===== src/hw/rtl/base64_codec_assert.svh =====
// Assertion macros for the base64 codec
`ifndef BASE64_CODEC_ASSERT_SVH
`define BASE64_CODEC_ASSERT_SVH

// property holds on every clock edge outside reset
`define B64_ASSERT(label, prop, msg) \
	label: assert property (@(posedge clk) disable iff (!arst_n) (prop)) else $error(msg);

// antecedent in one cycle implies consequent in the same cycle
`define B64_ASSERT_NOW(label, ante, cons, msg) \
	label: assert property (@(posedge clk) disable iff (!arst_n) (ante) |-> (cons)) \
		else $error(msg);

// antecedent in one cycle implies consequent in the next cycle
`define B64_ASSERT_NEXT(label, ante, cons, msg) \
	label: assert property (@(posedge clk) disable iff (!arst_n) (ante) |=> (cons)) \
		else $error(msg);

`endif


===== src/hw/rtl/b64_pkg.sv =====
// Shared types, constants and alphabet functions for the base64 codec
package b64_pkg;

	localparam int unsigned QUEUE_DEPTH = 2;
	localparam int unsigned MAX_RES     = 4;
	localparam int unsigned CNT_W       = $clog2(MAX_RES + 1);
	localparam int unsigned IDX_W       = $clog2(MAX_RES);
	localparam int unsigned PEND_W      = 3;
	localparam int unsigned ACC_W       = 8;

	localparam logic [7:0] PAD_CHAR = 8'h3D;

	typedef struct packed {
		logic [CNT_W-1:0]            cnt;
		logic [MAX_RES-1:0][7:0]     data;
		logic                        mark;
		logic                        last;
		logic                        halted;
	} entry_t;

	typedef struct packed {
		logic       ok;
		logic [5:0] val;
	} dec_t;

	function automatic logic [7:0] enc_char(input logic [5:0] six);
		logic [7:0] c;
		c = 8'h2F;
		if (six < 6'd26) begin
			c = 8'h41 + {2'b00, six};
		end else if (six < 6'd52) begin
			c = 8'h61 + {2'b00, six - 6'd26};
		end else if (six < 6'd62) begin
			c = 8'h30 + {2'b00, six - 6'd52};
		end else if (six == 6'd62) begin
			c = 8'h2B;
		end
		return c;
	endfunction

	function automatic dec_t dec_char(input logic [7:0] c);
		dec_t r;
		r.ok  = 1'b1;
		r.val = 6'd0;
		if (c >= 8'h41 && c <= 8'h5A) begin
			r.val = 6'(c - 8'h41);
		end else if (c >= 8'h61 && c <= 8'h7A) begin
			r.val = 6'(c - 8'h61 + 8'd26);
		end else if (c >= 8'h30 && c <= 8'h39) begin
			r.val = 6'(c - 8'h30 + 8'd52);
		end else if (c == 8'h2B) begin
			r.val = 6'd62;
		end else if (c == 8'h2F) begin
			r.val = 6'd63;
		end else begin
			r.ok = 1'b0;
		end
		return r;
	endfunction

endpackage


===== src/hw/rtl/b64_front.sv =====
// Front end: accepts items, keeps message state and builds result groups
module b64_front (
	input  logic            clk,
	input  logic            arst_n,
	input  logic            cfg_we,
	input  logic            cfg_mode,
	input  logic            in_accept,
	input  logic [7:0]      in_byte,
	input  logic            in_last,
	output logic            push,
	output b64_pkg::entry_t entry
);
	import b64_pkg::*;

	logic              mode_q;
	logic [ACC_W-1:0]  acc_q;
	logic [PEND_W-1:0] pend_q;
	logic              stop_q;

	logic [ACC_W-1:0]  acc_d;
	logic [PEND_W-1:0] pend_d;
	logic              stop_d;
	logic [13:0]       enc_acc;
	logic [13:0]       dec_acc;
	dec_t              look;
	entry_t            e;

	always_comb begin
		enc_acc = {acc_q[5:0], in_byte};
		look    = dec_char(in_byte);
		dec_acc = {acc_q, look.val};
		e       = '0;
		acc_d   = acc_q;
		pend_d  = pend_q;
		stop_d  = stop_q;
		if (!mode_q) begin
			acc_d = enc_acc[ACC_W-1:0];
			unique case (pend_q)
				3'd0: begin
					e.data[0] = enc_char(enc_acc[7:2]);
					pend_d    = 3'd2;
					if (in_last) begin
						e.data[1] = enc_char({enc_acc[1:0], 4'b0000});
						e.data[2] = PAD_CHAR;
						e.data[3] = PAD_CHAR;
						e.cnt     = CNT_W'(4);
					end else begin
						e.cnt = CNT_W'(1);
					end
				end
				3'd2: begin
					e.data[0] = enc_char(enc_acc[9:4]);
					pend_d    = 3'd4;
					if (in_last) begin
						e.data[1] = enc_char({enc_acc[3:0], 2'b00});
						e.data[2] = PAD_CHAR;
						e.cnt     = CNT_W'(3);
					end else begin
						e.cnt = CNT_W'(1);
					end
				end
				default: begin
					e.data[0] = enc_char(enc_acc[11:6]);
					e.data[1] = enc_char(enc_acc[5:0]);
					e.cnt     = CNT_W'(2);
					pend_d    = 3'd0;
				end
			endcase
		end else if (!stop_q) begin
			if (!look.ok) begin
				stop_d = 1'b1;
			end else begin
				acc_d = dec_acc[ACC_W-1:0];
				unique case (pend_q)
					3'd0: begin
						pend_d = 3'd6;
					end
					3'd2: begin
						e.data[0] = dec_acc[7:0];
						e.cnt     = CNT_W'(1);
						pend_d    = 3'd0;
					end
					3'd4: begin
						e.data[0] = dec_acc[9:2];
						e.cnt     = CNT_W'(1);
						pend_d    = 3'd2;
					end
					default: begin
						e.data[0] = dec_acc[11:4];
						e.cnt     = CNT_W'(1);
						pend_d    = 3'd4;
					end
				endcase
			end
		end
		if (in_last) begin
			e.last = 1'b1;
			if (e.cnt == '0) begin
				e.cnt    = CNT_W'(1);
				e.mark   = 1'b1;
				e.halted = stop_d;
			end
		end
	end

	assign entry = e;
	assign push  = in_accept && (e.cnt != '0);

	always_ff @(posedge clk or negedge arst_n) begin
		if (!arst_n) begin
			mode_q <= 1'b0;
			acc_q  <= '0;
			pend_q <= '0;
			stop_q <= 1'b0;
		end else if (cfg_we) begin
			mode_q <= cfg_mode;
			acc_q  <= '0;
			pend_q <= '0;
			stop_q <= 1'b0;
		end else if (in_accept) begin
			if (in_last) begin
				acc_q  <= '0;
				pend_q <= '0;
				stop_q <= 1'b0;
			end else begin
				acc_q  <= acc_d;
				pend_q <= pend_d;
				stop_q <= stop_d;
			end
		end
	end

endmodule


===== src/hw/rtl/b64_queue.sv =====
// Short queue of result groups between front and back end
module b64_queue #(
	parameter int unsigned DEPTH = b64_pkg::QUEUE_DEPTH
) (
	input  logic            clk,
	input  logic            arst_n,
	input  logic            push,
	input  b64_pkg::entry_t wdata,
	input  logic            pop,
	output b64_pkg::entry_t rdata,
	output logic            empty,
	output logic            full
);
	import b64_pkg::*;

	localparam int unsigned PTR_W = (DEPTH > 1) ? $clog2(DEPTH) : 1;
	localparam int unsigned CNT_Q = $clog2(DEPTH + 1);

	entry_t           slot_q [DEPTH];
	logic [PTR_W-1:0] wr_ptr_q;
	logic [PTR_W-1:0] rd_ptr_q;
	logic [CNT_Q-1:0] count_q;
	logic             do_push;
	logic             do_pop;

	assign empty   = (count_q == '0);
	assign full    = (count_q == CNT_Q'(DEPTH));
	assign do_push = push && !full;
	assign do_pop  = pop && !empty;
	assign rdata   = slot_q[rd_ptr_q];

	always_ff @(posedge clk) begin
		if (do_push) begin
			slot_q[wr_ptr_q] <= wdata;
		end
	end

	always_ff @(posedge clk or negedge arst_n) begin
		if (!arst_n) begin
			wr_ptr_q <= '0;
			rd_ptr_q <= '0;
			count_q  <= '0;
		end else begin
			if (do_push) begin
				wr_ptr_q <= (wr_ptr_q == PTR_W'(DEPTH - 1)) ? '0 : wr_ptr_q + 1'b1;
			end
			if (do_pop) begin
				rd_ptr_q <= (rd_ptr_q == PTR_W'(DEPTH - 1)) ? '0 : rd_ptr_q + 1'b1;
			end
			if (do_push && !do_pop) begin
				count_q <= count_q + 1'b1;
			end else if (do_pop && !do_push) begin
				count_q <= count_q - 1'b1;
			end
		end
	end

endmodule


===== src/hw/rtl/b64_back.sv =====
// Back end: walks each result group and drives the output register
module b64_back (
	input  logic            clk,
	input  logic            arst_n,
	input  logic            head_valid,
	input  b64_pkg::entry_t head,
	output logic            pop,
	input  logic            res_stall,
	output logic            res_valid,
	output logic [7:0]      out_byte,
	output logic            out_valid,
	output logic            out_last,
	output logic            halted
);
	import b64_pkg::*;

	logic [IDX_W-1:0] idx_q;
	logic             res_valid_q;
	logic [7:0]       byte_q;
	logic             dvalid_q;
	logic             last_q;
	logic             halted_q;
	logic             adv;
	logic             final_item;

	assign adv        = head_valid && (!res_valid_q || !res_stall);
	assign final_item = (CNT_W'(idx_q) == head.cnt - CNT_W'(1));
	assign pop        = adv && final_item;

	always_ff @(posedge clk or negedge arst_n) begin
		if (!arst_n) begin
			idx_q       <= '0;
			res_valid_q <= 1'b0;
		end else begin
			if (adv) begin
				res_valid_q <= 1'b1;
				idx_q       <= final_item ? '0 : idx_q + 1'b1;
			end else if (!res_stall) begin
				res_valid_q <= 1'b0;
			end
		end
	end

	always_ff @(posedge clk) begin
		if (adv) begin
			byte_q   <= head.data[idx_q];
			dvalid_q <= !head.mark;
			last_q   <= head.last && final_item;
			halted_q <= head.halted;
		end
	end

	assign res_valid = res_valid_q;
	assign out_byte  = byte_q;
	assign out_valid = dvalid_q;
	assign out_last  = last_q;
	assign halted    = halted_q;

endmodule


===== src/hw/rtl/base64_codec.sv =====
// Top level of the streaming base64 encoder and decoder
// A first result passes a queue slot, then the output register; results follow one per cycle
// while res_stall is low. Items are taken every cycle while the queue has room; results per
// item set the rate at the single output port: decode 0-1, encode 1-2, last up to 4.
// Reset selects encode, clears message state and empties the queue and output register.
`include "base64_codec_assert.svh"

module base64_codec #(
	parameter int unsigned QUEUE_DEPTH = b64_pkg::QUEUE_DEPTH
) (
	input  logic       clk,
	input  logic       arst_n,
	input  logic       cfg_valid,
	output logic       cfg_ready,
	input  logic       decode_mode,
	input  logic       in_valid,
	output logic       in_stall,
	input  logic [7:0] in_byte,
	input  logic       in_last,
	output logic       res_valid,
	input  logic       res_stall,
	output logic [7:0] out_byte,
	output logic       out_valid,
	output logic       out_last,
	output logic       halted
);
	import b64_pkg::*;

	entry_t push_entry;
	entry_t head;
	logic   push;
	logic   pop;
	logic   q_empty;
	logic   q_full;
	logic   in_accept;
	logic   cfg_we;

	assign in_stall  = q_full;
	assign in_accept = in_valid && !q_full;
	assign cfg_ready = q_empty && !res_valid;
	assign cfg_we    = cfg_valid && cfg_ready;

	b64_front u_front (
		.clk       (clk),
		.arst_n    (arst_n),
		.cfg_we    (cfg_we),
		.cfg_mode  (decode_mode),
		.in_accept (in_accept),
		.in_byte   (in_byte),
		.in_last   (in_last),
		.push      (push),
		.entry     (push_entry)
	);

	b64_queue #(
		.DEPTH (QUEUE_DEPTH)
	) u_queue (
		.clk    (clk),
		.arst_n (arst_n),
		.push   (push),
		.wdata  (push_entry),
		.pop    (pop),
		.rdata  (head),
		.empty  (q_empty),
		.full   (q_full)
	);

	b64_back u_back (
		.clk        (clk),
		.arst_n     (arst_n),
		.head_valid (!q_empty),
		.head       (head),
		.pop        (pop),
		.res_stall  (res_stall),
		.res_valid  (res_valid),
		.out_byte   (out_byte),
		.out_valid  (out_valid),
		.out_last   (out_last),
		.halted     (halted)
	);

	`B64_ASSERT_NOW(a_marker_is_last, res_valid && !out_valid, out_last, "end marker without last")
	`B64_ASSERT_NOW(a_halt_on_marker, res_valid && halted, !out_valid, "halted on a data result")
	`B64_ASSERT(a_full_has_output, !in_stall || res_valid, "queue full with empty output")
	`B64_ASSERT_NEXT(a_cfg_idle, cfg_valid && cfg_ready, !res_valid, "result after mode write")

endmodule

===== config.mk =====
export PLATFORM = sky130hd
export DESIGN_NAME = base64_codec
export DESIGN_NICKNAME = d
export VERILOG_FILES = /design/src/hw/rtl/b64_pkg.sv /design/src/hw/rtl/b64_front.sv /design/src/hw/rtl/b64_queue.sv /design/src/hw/rtl/b64_back.sv /design/src/hw/rtl/base64_codec.sv
export VERILOG_INCLUDE_DIRS = /design/src /design/src/hw/rtl
export SDC_FILE = /design/constraint.sdc
export NUM_CORES = 1
export LEC_CHECK = 0
export BUFFER_PORTS_ARGS = -buffer_cell sky130_fd_sc_hd__buf_2
export CELL_PAD_IN_SITES_DETAIL_PLACEMENT = 0
export CELL_PAD_IN_SITES_GLOBAL_PLACEMENT = 2
export CORE_MARGIN = 4
export CORE_UTILIZATION = 45
export CTS_BUF_LIST = sky130_fd_sc_hd__clkbuf_8
export DETAILED_ROUTE_END_ITERATION = 12
export PLACE_DENSITY = 0.95
export SLEW_MARGIN = 10
export SYNTH_ARGS = -nofsm -noshare
export SYNTH_HDL_FRONTEND = slang
export SYNTH_SLANG_ARGS = --single-unit

===== constraint.sdc =====
create_clock -name clk -period 6.75 [get_ports clk]
set_clock_uncertainty 0.15 [all_clocks]
set_input_delay 0.3375 -clock clk [delete_from_list [all_inputs] [get_ports clk]]
set_output_delay 0.3375 -clock clk [all_outputs]
set_load 0.02 [all_outputs]

==> flow_metrics.py, run 1 <==
metrics = {
    "cts": {
        "htree_num_levels": 3,
        "clock_latency_ps": 350,
        "cts_tree": "yes",
        "cts_setup_buffers": 0,
        "clock_sinks": 76,
        "clk_pin_slew_worst_paths_ps": 80,
        "cts-root-buf": "clkbuf_8",
        "numCtsBuffers": 9,
        "cts_resized": 0,
        "cts_buffer_depth": 2,
    },
    "critical_path": {
        "worstPathMaxFanout": 24,
        "worstPathRequired_ps": 6560,
        "cp.arrival_ps": 3670,
        "startpoint_type": "input pin",
        "critPathCaptureType": "flop",
        "worstSetupPathType": "input pin to flop",
    },
    "cells_and_area": {
        "fin_util_pct": 49.2,
        "multiInputGateArea_sq_um": 3840,
        "fillers": 1281,
        "fin_nets": 728,
        "n_antenna_cell": 0,
        "syn_to_final_growth_pct": 7.58,
        "layout-drive-gt1-share_pct": 12.0,
        "register_area_sq_um": 2200,
        "fin_cells": 844,
    },
    "synth": {
        "ys_seq_area_share_pct": 34.7,
        "synthTopCellsByArea": "edfxtp_1 (28%), ha_1 (11%), dfrtp_1 (6.7%)",
        "post_synth_num_cell_types": 81,
        "synth-edff-count": 59,
        "synth-async-reset-ratio_pct": 22.4,
        "yosysTopAreaCell": "edfxtp_1",
        "syn_inst": 655,
        "synth_area_per_cell_sq_um": 9.66,
        "synth_ff_type": "edfxtp_1",
        "synth_top_area_share_pct": 28.0,
        "synth-seq-cells": 76,
        "ys_warn_count": 0,
        "synth_nets": 724,
        "synth_common_cells": "edfxtp_1 (59), ha_1 (54), nand2_1 (51), a21oi_1 (40), o21ai_0 (39)",
        "syn_area_sq_um": 6320,
        "synth_most_common_cell": "edfxtp_1",
    },
    "sta": {
        "rsz0062_at_grt": "no",
        "max_freq_mhz": 259,
        "worst_pin_slew_ps": 1070,
        "finalWorstSetupSlack_ps": 2890,
        "setup_viol": 0,
        "fin_setup_tns_ps": 0,
        "max_slew_margin_pct": 28.1,
        "min_period_ps": 3860,
        "hold_violations": 0,
        "drv_slew": 0,
        "min_period_over_period_pct": 57.2,
    },
    "power": {
        "p_total_mw": 2.28,
        "cellPowerDensity_nw_per_um2": 335,
        "ir_drop_mv": 0.126,
        "leakagePower_nw": 2.58,
    },
    "detailed_routing": {
        "initialDrtViolationCount": 441,
        "vias_per_cell": 6.23,
        "via_count": 5255,
        "routed_wl_um": 17300,
        "first_pass_iters": 5,
        "postRouteAntennaNets": 0,
        "wire_per_inst_um": 20.5,
        "remaining_drc_errors": 0,
    },
    "global_routing": {
        "grt-ovfl-total": 0,
        "grt_pass1_vias": 5151,
        "antenna_found_initial": 0,
        "global_route.usage.total_pct": 21.6,
        "grt_pass1_wl_um": 27900,
        "grt_max_degree": 32,
    },
    "floorplan": {
        "die_w_um": 127,
        "die_h_um": 127,
        "ios": 29,
        "die_area_sq_um": 16000,
        "rows": 43,
        "start_util_pct": 45.7,
        "core-area_sq_um": 13800,
    },
    "placement": {
        "pre_cts_ws_ps": 2560,
        "port_buffers": 28,
        "gp_congestion": 0.929,
        "dp.final_hpwl_um": 13100,
        "numPlacedInstances": 827,
    },
    "run_status": {
        "outcome": "complete, no violations",
    },
    "worst_hold_path": {
        "hold_class": "input pin to flop",
    },
    "job": {
        "maxCapViolCount": 0,
    },
}
final cells by class:
cell class | instances | share of cell area (%)
Inverter | 29 | 1.60
Multi-Input combinational cell | 509 | 56.5
Clock inverter | 6 | 1.51
Clock buffer | 10 | 2.02
Sequential cell | 76 | 32.3
Tap cell | 180 | 3.31
Timing Repair Buffer | 34 | 2.76
cells by family after synthesis:
group / share of synthesized area, %
fa+ha+maj: 10.7
buf+inv: 4.55
flops: 34.7
compound gates: 22.1
mux: 5.30
xor+xnor: 8.03
simple gates: 14.6
worst max-delay path, cell delays in order:
cell,delay (ps)
buf_2,320
inv_1,270
ha_1,350
and3_4,230
o21ai_4,170
and3_1,440
o31ai_4,190
o21a_1,250
nor2_1,210
and2_1,880
power breakdown:
part | total (mW) | internal (mW) | switching [mW]
Combinational | 1.02 | 0.405 | 0.615
Sequential | 0.848 | 0.720 | 0.129
Clock | 0.408 | 0.252 | 0.155
sequential cells by signal (all words and copies together), names as in the netlist:
register	flops
u_back.halted	1
u_back.idx_q	2
u_back.out_byte	8
u_back.out_last	1
u_back.out_valid	1
u_back.res_valid	1
u_front.acc_q	6
u_front.mode_q	1
u_front.pend_q	2
u_front.stop_q	1
u_queue.count_q	2
u_queue.rd_ptr_q	1
u_queue.slot_q	48
u_queue.wr_ptr_q	1
metrics by stage:
| stage | hold WS [ps] | area [sq um] |
|---|---|---|
| floorplan | -108 | 6320 |
| global placement | 128 | 6550 |
| detailed placement | 136 | 6550 |
| CTS | 26.8 | 6800 |
| global route | 48.7 | 6800 |
| finish | 45.1 | 6800 |
final timing paths:
kind | depth (start not counted) | to | startpoint | slack (ps)
min in group asynchronous | 2 | u_queue.rd_ptr_q | arst_n | 280
setup / recovery | 10 | u_queue.slot_q[1][12] | in_byte[2] | 2890
hold / removal | 3 | u_back.res_valid | res_stall | 50
max in group asynchronous | 2 | u_front.acc_q[4] | arst_n | 5880
setup reg to reg | 9 | u_queue.slot_q[1][8] | u_front.acc_q[0] | 2930
hold reg to reg | 1 | u_front.acc_q[5] | u_front.acc_q[5] | 360
timing repair:
| action | in CTS | in global routing |
|---|---|---|
| endpoints found under the setup margin | 0 | 0 |
| hold buffers | 1 | 0 |
| hold endpoints to repair | 17 | 0 |
layer usage:
metal | global-route usage, % | wire [um]
met1 | 29.6 | 7550
met2 | 35.9 | 8470
met3 | 2.82 | 929
met4 | 6.44 | 391
met5 | 0 | 0
cells in the final DEF (no fill, tap or decap), types with 3 or more instances in the layout:
master     instances
nand4_1            5
o21ai_0           39
dfrtp_1           17
o2111ai_1          3
o31ai_1            5
a211o_1            3
o311ai_0           7
nand3_1           19
a21o_1             5
nor3b_1            5
or2_2              6
nand2_1           51
a211oi_1           6
buf_4              5
ha_1              54
mux2i_1           11
a21oi_1           40
bufinv_16          3
xnor2_1           33
nand2b_1           9
inv_1             29
o21a_1             4
xor2_1            25
edfxtp_1          59
and2_1             7
nor2_1            33
a32oi_1            6
buf_2             28
mux4_2             9
a22oi_1            7
o32ai_1            3
a221oi_1          10
o2bb2ai_1          5
o211ai_1          12
nor2b_1           12
a31oi_1            7
o22ai_1            3
and3_1             8
clkbuf_8          10
nor3_1             8
Power figures use the tool's default switching activity.
==> inputs of run 2 (changes only) <==
--- a/config.mk
+++ b/config.mk
@@ -10,10 +10,10 @@
 export CELL_PAD_IN_SITES_DETAIL_PLACEMENT = 0
 export CELL_PAD_IN_SITES_GLOBAL_PLACEMENT = 2
 export CORE_MARGIN = 4
-export CORE_UTILIZATION = 45
+export CORE_UTILIZATION = 42
 export CTS_BUF_LIST = sky130_fd_sc_hd__clkbuf_8
 export DETAILED_ROUTE_END_ITERATION = 12
-export PLACE_DENSITY = 0.95
+export PLACE_DENSITY = 0.94
 export SLEW_MARGIN = 10
 export SYNTH_ARGS = -nofsm -noshare
 export SYNTH_HDL_FRONTEND = slang
==> constraint.sdc (replaced) <==
create_clock -name clk -period 3.75 [get_ports clk]
set_clock_uncertainty 0.15 [all_clocks]
set_input_delay 0.1875 -clock clk [delete_from_list [all_inputs] [get_ports clk]]
set_output_delay 0.1875 -clock clk [all_outputs]
set_load 0.02 [all_outputs]
==> flow_metrics.py, run 2 (synthesis results as in run 1) <==
metrics = {
    "cells_and_area": {
        "fillers": 1362,
        "fin_nets": 748,
        "fin_cells": 868,
        "layout-drive-gt1-share_pct": 14.6,
        "design_area_sq_um": 6940,
        "largest_register": "u_queue.slot_q",
        "register_area_sq_um": 2200,
        "multiInputGateArea_sq_um": 3840,
        "largest_reg_flops": 48,
        "layout_common_cells": "edfxtp_1 (59), ha_1 (54), nand2_1 (51)",
        "n_antenna_cell": 0,
        "syn_to_final_growth_pct": 9.65,
        "fin_util_pct": 47.4,
        "final_common_cell": "edfxtp_1",
    },
    "cts": {
        "clock_latency_ps": 350,
        "numCtsBuffers": 9,
        "cts_buffer_depth": 2,
        "cts_resized": 0,
        "cts-root-buf": "clkbuf_8",
        "clock_sinks": 76,
        "cts_setup_buffers": 0,
        "htree_num_levels": 3,
        "cts_tree": "yes",
        "clk_pin_slew_worst_paths_ps": 80,
    },
    "sta": {
        "timing.hold.ws_ps": 62.7,
        "max_slew_margin_pct": 44.4,
        "max_freq_mhz": 297,
        "setup_viol": 0,
        "rsz0062_at_grt": "no",
        "min_period_ps": 3360,
        "fin_setup_tns_ps": 0,
        "worst_pin_slew_ps": 833,
        "min_period_over_period_pct": 89.7,
        "drv_slew": 0,
        "hold_violations": 0,
        "finalWorstSetupSlack_ps": 388,
    },
    "floorplan": {
        "die_w_um": 131,
        "die_h_um": 131,
        "rows": 44,
        "start_util_pct": 43.2,
        "die_area_sq_um": 17100,
        "ios": 29,
        "core-area_sq_um": 14600,
    },
    "critical_path": {
        "worstSetupPathType": "flop to flop",
        "crit_chain": "inv_1, ha_1, xor2_1, or2_2, or3_1, a21oi_1, nor3_1, a2111oi_0, o22ai_1",
        "cp.arrival_ps": 3250,
        "worstPathRequired_ps": 3640,
        "cp_top_family": "compound AO/OA/AOI/OAI gates",
        "worstPathMaxFanout": 6,
        "worst-path-buf-inv": 1,
        "critPathCaptureType": "flop",
        "critical_path.max_stage_delay_ps": 580,
        "slowest_stage": "a2111oi_0",
        "startpoint_type": "flop",
    },
    "detailed_routing": {
        "postRouteAntennaNets": 0,
        "via_count": 5264,
        "initialDrtViolationCount": 434,
        "first_pass_iters": 5,
        "remaining_drc_errors": 0,
        "vias_per_cell": 6.06,
        "wire_per_inst_um": 19.6,
        "routed_wl_um": 17000,
    },
    "run_status": {
        "outcome": "complete, no violations",
    },
    "global_routing": {
        "use_met2_pct": 34.9,
        "use_met3_pct": 2.36,
        "grt-ovfl-total": 0,
        "grt_pass1_wl_um": 27600,
        "global_route.usage.total_pct": 20.4,
        "grt_pass1_vias": 5178,
        "antenna_found_initial": 0,
        "met1_usage_pct": 27.2,
        "busiest_layer": "met2",
        "grt_max_degree": 32,
    },
    "power": {
        "p_total_mw": 4.00,
        "cellPowerDensity_nw_per_um2": 577,
        "leakagePower_nw": 2.65,
        "ir_drop_mv": 0.268,
    },
    "placement": {
        "numPlacedInstances": 849,
        "postPlaceCellArea_sq_um": 6710,
        "port_buffers": 28,
        "pre_cts_ws_ps": 406,
        "dp.final_hpwl_um": 12900,
        "gp_congestion": 0.991,
    },
    "worst_hold_path": {
        "hold_class": "input pin to flop",
    },
    "job": {
        "maxCapViolCount": 0,
    },
}
-- run 2: cell types whose count changed in the layout (fill, tap and decap cells not counted) --
cell,change
clkinvlp_4,+3
clkinv_4,+1
clkbuf_8,-1
inv_6,+1
buf_12,+1
dlygate4sd3_1,+2
bufinv_16,-2
clkinv_1,-1
buf_4,+17
inv_1,-1
-- run 2: final cells by class --
class,count,share of cell area (%)
Clock buffer,9,1.79
Sequential cell,76,31.7
Multi-Input combinational cell,509,55.4
Tap cell,184,3.32
Clock inverter,7,1.08
Timing Repair Buffer,54,5.12
Inverter,29,1.57
-- run 2: worst paths after layout --
path                                        from  slack (ps)  cells after the start                   end
worst max-delay path            u_front.acc_q[0]         390                      9  u_queue.slot_q[1][8]
worst min-delay path                    in_valid          60                      3        u_front.stop_q
worst max register to register  u_front.acc_q[0]         390                      9  u_queue.slot_q[1][8]
worst min register to register  u_front.acc_q[4]         360                      1      u_front.acc_q[4]
max in group asynchronous                 arst_n        3010                      2      u_queue.rd_ptr_q
min in group asynchronous                 arst_n         150                      2      u_front.acc_q[1]
-- run 2: where the power goes --
part           leakage (nW)  internal, mW  switching, mW
clock                0.0918         0.309          0.301
sequential            0.772          1.29          0.180
combinational          1.79         0.776           1.14
-- run 2: repair_timing --
action                     in CTS  in global routing
setup endpoints to repair       0                  0
hold endpoints to repair       19                  0
hold buffers                    3                  0
-- run 2: tightest hold or removal path, stage by stage --
cell	delay [ps]
buf_2	80
and2_1	150
a221oi_1	90
-- run 2: layer usage --
layer,share of wire (%),routed length (um),vias up
met4,2.0,339,0
met3,5.4,920,30
met1,44,7480,2528
met2,49,8300,200
met5,0,0,-
li1,-,-,2506
